<file path="config.mk">
export PLATFORM = sky130hd
export DESIGN_NAME = segment_box_intersection_test_core
export DESIGN_NICKNAME = d
export VERILOG_FILES = /design/src/rtl/core/sbit_pkg.sv /design/src/rtl/core/sbit_slab.sv /design/src/rtl/core/sbit_cross.sv /design/src/rtl/core/segment_box_intersection_test_core.sv
export SDC_FILE = /design/constraint.sdc
export NUM_CORES = 2
export LEC_CHECK = 0
export BUFFER_PORTS_ARGS = -buffer_cell sky130_fd_sc_hd__buf_4
export CORE_ASPECT_RATIO = 1.75
export CORE_UTILIZATION = 60
export CTS_CLUSTER_DIAMETER = 30
export DETAILED_ROUTE_END_ITERATION = 6
export PLACE_DENSITY = 0.73
export SETUP_SLACK_MARGIN = 0.2
export SLEW_MARGIN = 25
export SYNTH_ARGS = -nofsm -noshare
export SYNTH_HDL_FRONTEND = slang
export SYNTH_SLANG_ARGS = --single-unit
</file>
<file path="constraint.sdc">
create_clock -name aclk -period 7.25 [get_ports aclk]
set_clock_uncertainty 0.15 [all_clocks]
set_input_delay 1.0875 -clock aclk [delete_from_list [all_inputs] [get_ports aclk]]
set_output_delay 1.0875 -clock aclk [all_outputs]
set_load 0.02 [all_outputs]
</file>
<file path="src/rtl/core/sbit_pkg.sv">
// shared constants and flag types for the segment/box intersection test core
`default_nettype none

package sbit_pkg;

    localparam int COORD_BITS_DEF    = 13;
    localparam int MAX_HALF_SIZE_DEF = 64;
    localparam int HALF_BITS         = 7;

    // per-axis flags out of the slab stage
    typedef struct packed {
        logic zero;     // direction component is zero
        logic in_slab;  // start coordinate within [lo, hi]
    } slab_flags_t;

    // flags out of the cross-product stage
    typedef struct packed {
        logic pass_x;   // x slab alone leaves a non-empty part of [0, 1]
        logic pass_y;   // same for y
        logic any_zero; // one axis has zero direction, no cross check needed
    } cross_flags_t;

    function automatic int sbit_max(input int a, input int b);
        return (a > b) ? a : b;
    endfunction

endpackage

`default_nettype wire

</file>
<file path="src/rtl/core/sbit_slab.sv">
// one axis of the slab test: direction, slab bounds, entry/exit numerators
`default_nettype none

module sbit_slab
    import sbit_pkg::*;
#(
    parameter int COORD_BITS = COORD_BITS_DEF,
    parameter int HW         = HALF_BITS
) (
    input  wire logic                                          aclk,
    input  wire logic                                          load1,
    input  wire logic                                          load2,
    input  wire logic signed [COORD_BITS-1:0]                  p_start,
    input  wire logic signed [COORD_BITS-1:0]                  p_end,
    input  wire logic signed [COORD_BITS-1:0]                  p_center,
    input  wire logic        [HW-1:0]                          half,
    output logic signed [sbit_max(COORD_BITS, HW)+2:0]         en_num,
    output logic signed [sbit_max(COORD_BITS, HW)+2:0]         ex_num,
    output logic signed [sbit_max(COORD_BITS, HW)+2:0]         den,
    output slab_flags_t                                        flags
);

    localparam int N = sbit_max(COORD_BITS, HW) + 3;

    logic signed [N-1:0] p0_reg, d_reg, lo_reg, hi_reg;
    logic signed [N-1:0] en_reg, en_next, ex_reg, ex_next, den_reg, den_next;
    slab_flags_t         flags_reg, flags_next;
    logic signed [N-1:0] p0_s, pe_s, c_s, h_s;

    assign p0_s = N'(p_start);
    assign pe_s = N'(p_end);
    assign c_s  = N'(p_center);
    assign h_s  = signed'(N'(half));

    // stage 1: direction and slab bounds
    always_ff @(posedge aclk) begin
        if (load1) begin
            p0_reg <= p0_s;
            d_reg  <= pe_s - p0_s;
            lo_reg <= c_s - h_s;
            hi_reg <= c_s + h_s;
        end
    end

    // stage 2: orient so the denominator is non-negative
    always_comb begin
        flags_next.zero    = (d_reg == '0);
        flags_next.in_slab = (lo_reg <= p0_reg) && (p0_reg <= hi_reg);
        if (!d_reg[N-1]) begin
            en_next  = lo_reg - p0_reg;
            ex_next  = hi_reg - p0_reg;
            den_next = d_reg;
        end else begin
            en_next  = p0_reg - hi_reg;
            ex_next  = p0_reg - lo_reg;
            den_next = -d_reg;
        end
    end

    always_ff @(posedge aclk) begin
        if (load2) begin
            en_reg    <= en_next;
            ex_reg    <= ex_next;
            den_reg   <= den_next;
            flags_reg <= flags_next;
        end
    end

    assign en_num = en_reg;
    assign ex_num = ex_reg;
    assign den    = den_reg;
    assign flags  = flags_reg;

endmodule

`default_nettype wire

</file>
<file path="src/rtl/core/sbit_cross.sv">
// cross-multiplication of entry/exit parameters between the two axes
`default_nettype none

module sbit_cross
    import sbit_pkg::*;
#(
    parameter int N = COORD_BITS_DEF + 3
) (
    input  wire logic                    aclk,
    input  wire logic                    load,
    input  wire logic signed [N-1:0]     en_x,
    input  wire logic signed [N-1:0]     ex_x,
    input  wire logic signed [N-1:0]     den_x,
    input  wire slab_flags_t             flags_x,
    input  wire logic signed [N-1:0]     en_y,
    input  wire logic signed [N-1:0]     ex_y,
    input  wire logic signed [N-1:0]     den_y,
    input  wire slab_flags_t             flags_y,
    output logic signed [2*N-1:0]        ent_x_prod,  // en_x * den_y
    output logic signed [2*N-1:0]        ext_y_prod,  // ex_y * den_x
    output logic signed [2*N-1:0]        ent_y_prod,  // en_y * den_x
    output logic signed [2*N-1:0]        ext_x_prod,  // ex_x * den_y
    output cross_flags_t                 flags
);

    logic signed [2*N-1:0] enx_reg, exy_reg, eny_reg, exx_reg;
    logic signed [2*N-1:0] enx_next, exy_next, eny_next, exx_next;
    cross_flags_t          flags_reg, flags_next;

    always_comb begin
        enx_next = en_x * den_y;
        exy_next = ex_y * den_x;
        eny_next = en_y * den_x;
        exx_next = ex_x * den_y;
        // single-axis clip against [0, 1]: exit >= 0 and entry <= 1
        flags_next.pass_x   = flags_x.zero ? flags_x.in_slab
                                           : (!ex_x[N-1] && (en_x <= den_x));
        flags_next.pass_y   = flags_y.zero ? flags_y.in_slab
                                           : (!ex_y[N-1] && (en_y <= den_y));
        flags_next.any_zero = flags_x.zero || flags_y.zero;
    end

    always_ff @(posedge aclk) begin
        if (load) begin
            enx_reg   <= enx_next;
            exy_reg   <= exy_next;
            eny_reg   <= eny_next;
            exx_reg   <= exx_next;
            flags_reg <= flags_next;
        end
    end

    assign ent_x_prod = enx_reg;
    assign ext_y_prod = exy_reg;
    assign ent_y_prod = eny_reg;
    assign ext_x_prod = exx_reg;
    assign flags      = flags_reg;

endmodule

`default_nettype wire

</file>
<file path="src/rtl/core/segment_box_intersection_test_core.sv">
// top level of the segment versus square box intersection test core
//
// usage:
//   input channel s_*: one word carries a segment (start and end point) and a
//   square box (center and half size); accepted when s_valid and s_ready are high
//   result channel m_*: one word per input word, m_hit set when the segment
//   touches the closed box (edges and corners count); accepted on m_valid & m_ready
//   the slab test is exact: entry/exit parameters stay rationals and are
//   compared by cross-multiplication, a zero direction on an axis passes only
//   when the start coordinate lies in that slab; half sizes above
//   MAX_HALF_SIZE are clamped
//   throughput: one word per cycle while m_ready is high, set by the four-stage pipeline
//   (bounds, orientation, cross products, final compare)
//   stall: each stage holds while the one after it is full and not moving, so
//   bubbles collapse and s_ready stays high while any stage is empty
//   reset: aresetn (synchronous, active low) clears all stage valid bits;
//   words in flight are dropped
`default_nettype none

module segment_box_intersection_test_core
    import sbit_pkg::*;
#(
    parameter int COORD_BITS    = COORD_BITS_DEF,
    parameter int MAX_HALF_SIZE = MAX_HALF_SIZE_DEF
) (
    input  wire logic                         aclk,
    input  wire logic                         aresetn,
    input  wire logic                         s_valid,
    output logic                              s_ready,
    input  wire logic signed [COORD_BITS-1:0] s_seg_start_x,
    input  wire logic signed [COORD_BITS-1:0] s_seg_start_y,
    input  wire logic signed [COORD_BITS-1:0] s_seg_end_x,
    input  wire logic signed [COORD_BITS-1:0] s_seg_end_y,
    input  wire logic signed [COORD_BITS-1:0] s_box_center_x,
    input  wire logic signed [COORD_BITS-1:0] s_box_center_y,
    input  wire logic        [HALF_BITS-1:0]  s_box_half_size,
    output logic                              m_valid,
    input  wire logic                         m_ready,
    output logic                              m_hit
);

    // width of the clamped half size and of all slab arithmetic
    localparam int HB = $clog2(MAX_HALF_SIZE + 1);
    localparam int HW = sbit_max(HB, HALF_BITS);
    localparam int N  = sbit_max(COORD_BITS, HW) + 3;

    // ---------------------------------------------------------------
    // stage valid bits and per-stage advance
    // ---------------------------------------------------------------
    logic v1_reg, v2_reg, v3_reg, v4_reg;
    logic free1, free2, free3, free4;

    // a stage may load when it is empty or its word is moving on
    assign free4 = !v4_reg || m_ready;
    assign free3 = !v3_reg || free4;
    assign free2 = !v2_reg || free3;
    assign free1 = !v1_reg || free2;

    assign s_ready = free1;

    always_ff @(posedge aclk) begin
        if (!aresetn) begin
            v1_reg <= 1'b0;
            v2_reg <= 1'b0;
            v3_reg <= 1'b0;
            v4_reg <= 1'b0;
        end else begin
            if (free1) v1_reg <= s_valid;
            if (free2) v2_reg <= v1_reg;
            if (free3) v3_reg <= v2_reg;
            if (free4) v4_reg <= v3_reg;
        end
    end

    // ---------------------------------------------------------------
    // half size clamp (in front of stage 1)
    // ---------------------------------------------------------------
    logic [HW-1:0] half_ext, half_sat;

    assign half_ext = HW'(s_box_half_size);
    assign half_sat = (half_ext > HW'(MAX_HALF_SIZE)) ? HW'(MAX_HALF_SIZE) : half_ext;

    // ---------------------------------------------------------------
    // stages 1 and 2: one slab lane per axis
    // ---------------------------------------------------------------
    logic signed [N-1:0] en_x, ex_x, den_x, en_y, ex_y, den_y;
    slab_flags_t         flags_x, flags_y;

    sbit_slab #(
        .COORD_BITS (COORD_BITS),
        .HW         (HW)
    ) u_slab_x (
        .aclk     (aclk),
        .load1    (free1),
        .load2    (free2),
        .p_start  (s_seg_start_x),
        .p_end    (s_seg_end_x),
        .p_center (s_box_center_x),
        .half     (half_sat),
        .en_num   (en_x),
        .ex_num   (ex_x),
        .den      (den_x),
        .flags    (flags_x)
    );

    sbit_slab #(
        .COORD_BITS (COORD_BITS),
        .HW         (HW)
    ) u_slab_y (
        .aclk     (aclk),
        .load1    (free1),
        .load2    (free2),
        .p_start  (s_seg_start_y),
        .p_end    (s_seg_end_y),
        .p_center (s_box_center_y),
        .half     (half_sat),
        .en_num   (en_y),
        .ex_num   (ex_y),
        .den      (den_y),
        .flags    (flags_y)
    );

    // ---------------------------------------------------------------
    // stage 3: cross products between the axes
    // ---------------------------------------------------------------
    logic signed [2*N-1:0] ent_x_prod, ext_y_prod, ent_y_prod, ext_x_prod;
    cross_flags_t          cross_flags;

    sbit_cross #(
        .N (N)
    ) u_cross (
        .aclk       (aclk),
        .load       (free3),
        .en_x       (en_x),
        .ex_x       (ex_x),
        .den_x      (den_x),
        .flags_x    (flags_x),
        .en_y       (en_y),
        .ex_y       (ex_y),
        .den_y      (den_y),
        .flags_y    (flags_y),
        .ent_x_prod (ent_x_prod),
        .ext_y_prod (ext_y_prod),
        .ent_y_prod (ent_y_prod),
        .ext_x_prod (ext_x_prod),
        .flags      (cross_flags)
    );

    // ---------------------------------------------------------------
    // stage 4: final decision, also the output register
    // ---------------------------------------------------------------
    // the clipped interval is non-empty iff every lower bound is at most
    // every upper bound; entry x <= exit y and entry y <= exit x are the
    // only pairs that need the cross products
    logic hit_reg, hit_next;

    always_comb begin
        hit_next = cross_flags.pass_x && cross_flags.pass_y
                && (cross_flags.any_zero
                    || ((ent_x_prod <= ext_y_prod) && (ent_y_prod <= ext_x_prod)));
    end

    always_ff @(posedge aclk) begin
        if (free4) begin
            hit_reg <= hit_next;
        end
    end

    assign m_valid = v4_reg;
    assign m_hit   = hit_reg;

`ifndef SYNTH
    // an accepted word always lands in the first stage
    assert property (@(posedge aclk) disable iff (!aresetn)
        (s_valid && s_ready) |=> v1_reg)
        else $error("accepted word missing from stage 1");

    // a blocked word in stage 3 is kept, not overwritten or lost
    assert property (@(posedge aclk) disable iff (!aresetn)
        (v3_reg && !free3) |=> v3_reg)
        else $error("stalled stage 3 word lost");

    // a stalled result holds its value in the output register
    assert property (@(posedge aclk) disable iff (!aresetn)
        (v4_reg && !m_ready) |=> (v4_reg && $stable(hit_reg)))
        else $error("stalled result changed");

    // the input side only blocks when every stage is full
    assert property (@(posedge aclk) disable iff (!aresetn)
        !s_ready |-> (v1_reg && v2_reg && v3_reg && v4_reg && !m_ready))
        else $error("input blocked with a bubble in the pipeline");
`endif

endmodule

`default_nettype wire

</file>
==> impl_metrics.env <==
export IMPL_cap_viol_max_count=0
export IMPL_rsz0062_at_grt="yes"
export IMPL_grt_start_max_net_pins=82
export IMPL_via_per_inst=5.626
export IMPL_max_slew_margin_pct=34.95
export IMPL_grt_antenna_before_repair=2
export IMPL_synth_edf_count=336
export IMPL_syn2layout_area_growth_pct=8.512
export IMPL_ys_flop_type="edfxtp_1"
export IMPL_routedWlPerCell_um=20.76
export IMPL_die_area_um2=102100
export IMPL_cts_tree="built"
export IMPL_cp_arrival_ns=7.06
export IMPL_status="completed"
export IMPL_cts_root_buf="clkbuf_16"
export IMPL_first_iter_violations=2651
export IMPL_setup_tns_ns=0
export IMPL_chipHeight_um=422.0
export IMPL_crit_chain="and2_1 > fa_1 > inv_1 > fa_1 > fa_1 > inv_1 > fa_1 > fa_1 > inv_1 > fa_1 > inv_1 > ha_1 > and4_1 > and4_1 > nand3_1 > o211ai_1 > buf_4 > a221oi_1 > o21ai_1 > a21o_1 > a21oi_1 > xnor2_1"
export IMPL_setup_violations=0
export IMPL_critPathKind="flop to flop"
export IMPL_crit_path_frequent_cell="fa_1"
export IMPL_async_flop_share_pct=0
export IMPL_setup_ws_ns=0.4395
export IMPL_overflow=0
export IMPL_htreeDepth=3
export IMPL_grt_pass1_wl_mm=256.6
export IMPL_drive_gt1_share_pct=5.848
export IMPL_place_hpwl_mm=135.9
export IMPL_antenna_left=0
export IMPL_num_fill_cells=8113
export IMPL_io_buffers=91
export IMPL_grt_pass1_vias=48330
export IMPL_fin_crit_ns=6.810
export IMPL_num_rows=153
export IMPL_synth_warnings=0
export IMPL_start_util_pct=60.76
export IMPL_gr_usage_all_layers_pct=33.05
export IMPL_cts_buffers=67
export IMPL_min_path_type="flop to flop"
export IMPL_fp_coreArea_um2=99550
export IMPL_drv_slew=0
export IMPL_cp_required_ns=7.50
export IMPL_pre_cts_ws_ns=0.3776
export IMPL_boundaryPins=92
export IMPL_ys_seq_area_share_pct=16.81
export IMPL_insertion_delay_ns=0.66
export IMPL_path_max_fanout=17
export IMPL_dr_total_vias=43890
export IMPL_hold_buffers=0
export IMPL_end_kind="flop"
export IMPL_nets=8169
export IMPL_synth_cell_type_count=77
export IMPL_gp_congestion=0.9735
export IMPL_worst_pin_slew_ns=0.9758
export IMPL_critical_path_top_delay_family="adder cells"
export IMPL_synth_seq_cells=340
export IMPL_fin_crit_sh_pct=93.94
export IMPL_crit_path_top_delay_cell="edfxtp_1"
export IMPL_synthesis_area_um2=60480
export IMPL_hold_violations=0
export IMPL_drt_pass1_iterations=7
export IMPL_die_x_um=242.0
export IMPL_fmax_mhz=146.8
export IMPL_cts_sinks=340
export IMPL_route_detailed_drc=0
export IMPL_path_clk_slew_ns=0.06
export IMPL_final_cell_mix="inv_1, fa_1, nand2_1, ha_1, and2_1"
export IMPL_routed_wl_mm=161.9
export IMPL_final_common_cell="inv_1"
export IMPL_path_buf_inv=5
export IMPL_synth_avg_cell_area_um2=9.558
export IMPL_cp_slowest_stage_delay_ns=0.75
export IMPL_clockBufferDepth=3
export IMPL_syn_inst=6328
export IMPL_critPathLaunchType="flop"
==> timing repair <==
action	in CTS	in global routing
setup endpoints to repair	0	12
resized for setup	0	1
endpoints found under the hold margin	0	0
setup buffers	0	33
==> worst register-to-register path, cell delays in order, from the launching register on <==
cell,delay [ns]
edfxtp_1,0.75
and2_1,0.36
fa_1,0.54
inv_1,0.05
fa_1,0.45
fa_1,0.53
inv_1,0.06
fa_1,0.49
fa_1,0.49
inv_1,0.05
fa_1,0.47
inv_1,0.04
ha_1,0.37
and4_1,0.23
and4_1,0.21
nand3_1,0.09
o211ai_1,0.11
buf_4,0.18
a221oi_1,0.35
o21ai_1,0.15
a21o_1,0.18
a21oi_1,0.17
xnor2_1,0.08
==> path summary, 6_finish.rpt <==
check | startpoint | to | slack [ns] | depth (start not counted)
hold / removal | u_slab_x.d_reg[0] | u_slab_x.den[0] | 0.30 | 0
hold reg to reg | u_slab_x.d_reg[0] | u_slab_x.den[0] | 0.30 | 0
setup / recovery | u_slab_x.en_num[9] | u_cross.ent_x_prod[31] | 0.44 | 22
setup reg to reg | u_slab_x.en_num[9] | u_cross.ent_x_prod[31] | 0.44 | 22
==> cells in the mapped netlist, types with 27 or more instances <==
library cell | instances | area, um^2
a21o_1 | 105 | 788.3
xnor2_1 | 209 | 1831
a31oi_1 | 27 | 168.9
inv_1 | 1447 | 5431
nand2_1 | 637 | 2391
o21a_1 | 36 | 270.3
nand3_1 | 37 | 185.2
o21ai_0 | 61 | 305.3
edfxtp_1 | 336 | 10090
nor3_1 | 46 | 230.2
o21bai_1 | 36 | 270.3
fa_1 | 1062 | 21260
o21ai_1 | 90 | 450.4
nor2_1 | 219 | 822.0
a21oi_1 | 212 | 1061
nand4_1 | 34 | 212.7
clkbuf_1 | 209 | 784.5
xor2_1 | 83 | 727.0
ha_1 | 588 | 7357
and2_1 | 455 | 2846
nor2b_1 | 55 | 344.1
nand2b_1 | 52 | 325.3
==> cells by family (layout without fill, tap and decap cells) <==
family / after synthesis / after routing / share of synthesized area [%]
buffers and inverters: 1670 / 1820 / 10.38
adders and majority gates: 1650 / 1650 / 47.31
and+or+nand+nor: 1613 / 1613 / 13.05
AOI/OAI and AO/OA: 741 / 741 / 7.859
DFF: 340 / 340 / 16.81
xor gates and xnor gates: 292 / 292 / 4.228
muxes: 21 / 21 / 0.3517
other: 1 / 7 / 0.006200
==> cell type report <==
cell class                 instances  area, um^2  share of cell area, %
clock inverter                    46       521.8                 0.7950
multi-input combinational       4321       44060                  67.14
inverter                        1450        5445                  8.296
tap                             1317        1648                  2.511
sequential                       340       10170                  15.49
antenna                            3       7.507                0.01144
clock buffer                      74        1724                  2.627
timing repair buffer             250        2052                  3.126
==> stage by stage <==
stage               area [um^2]  util [%]  hold slack (ns)  std cells
floorplan                 60500         -           0.2764       6331
global placement          63000     63.28           0.2967       7644
detailed placement        63000     63.28           0.2894       7644
CTS                       65240     65.54           0.3018       7764
global route              65630     65.93           0.3137       7798
finish                    65630     65.93           0.3028       7801
==> layer usage <==
metal	vias to the layer above	wire length (um)	GRT usage, %
li1	19780	-	-
met1	21960	54030	34.00
met2	1499	85450	60.89
met3	655	7918	3.879
met4	0	14550	25.16
met5	-	0	0
Power is left out: the tool's default activity adds up to more than one toggle a clock period on the data nets, which glitch-free logic cannot reach.
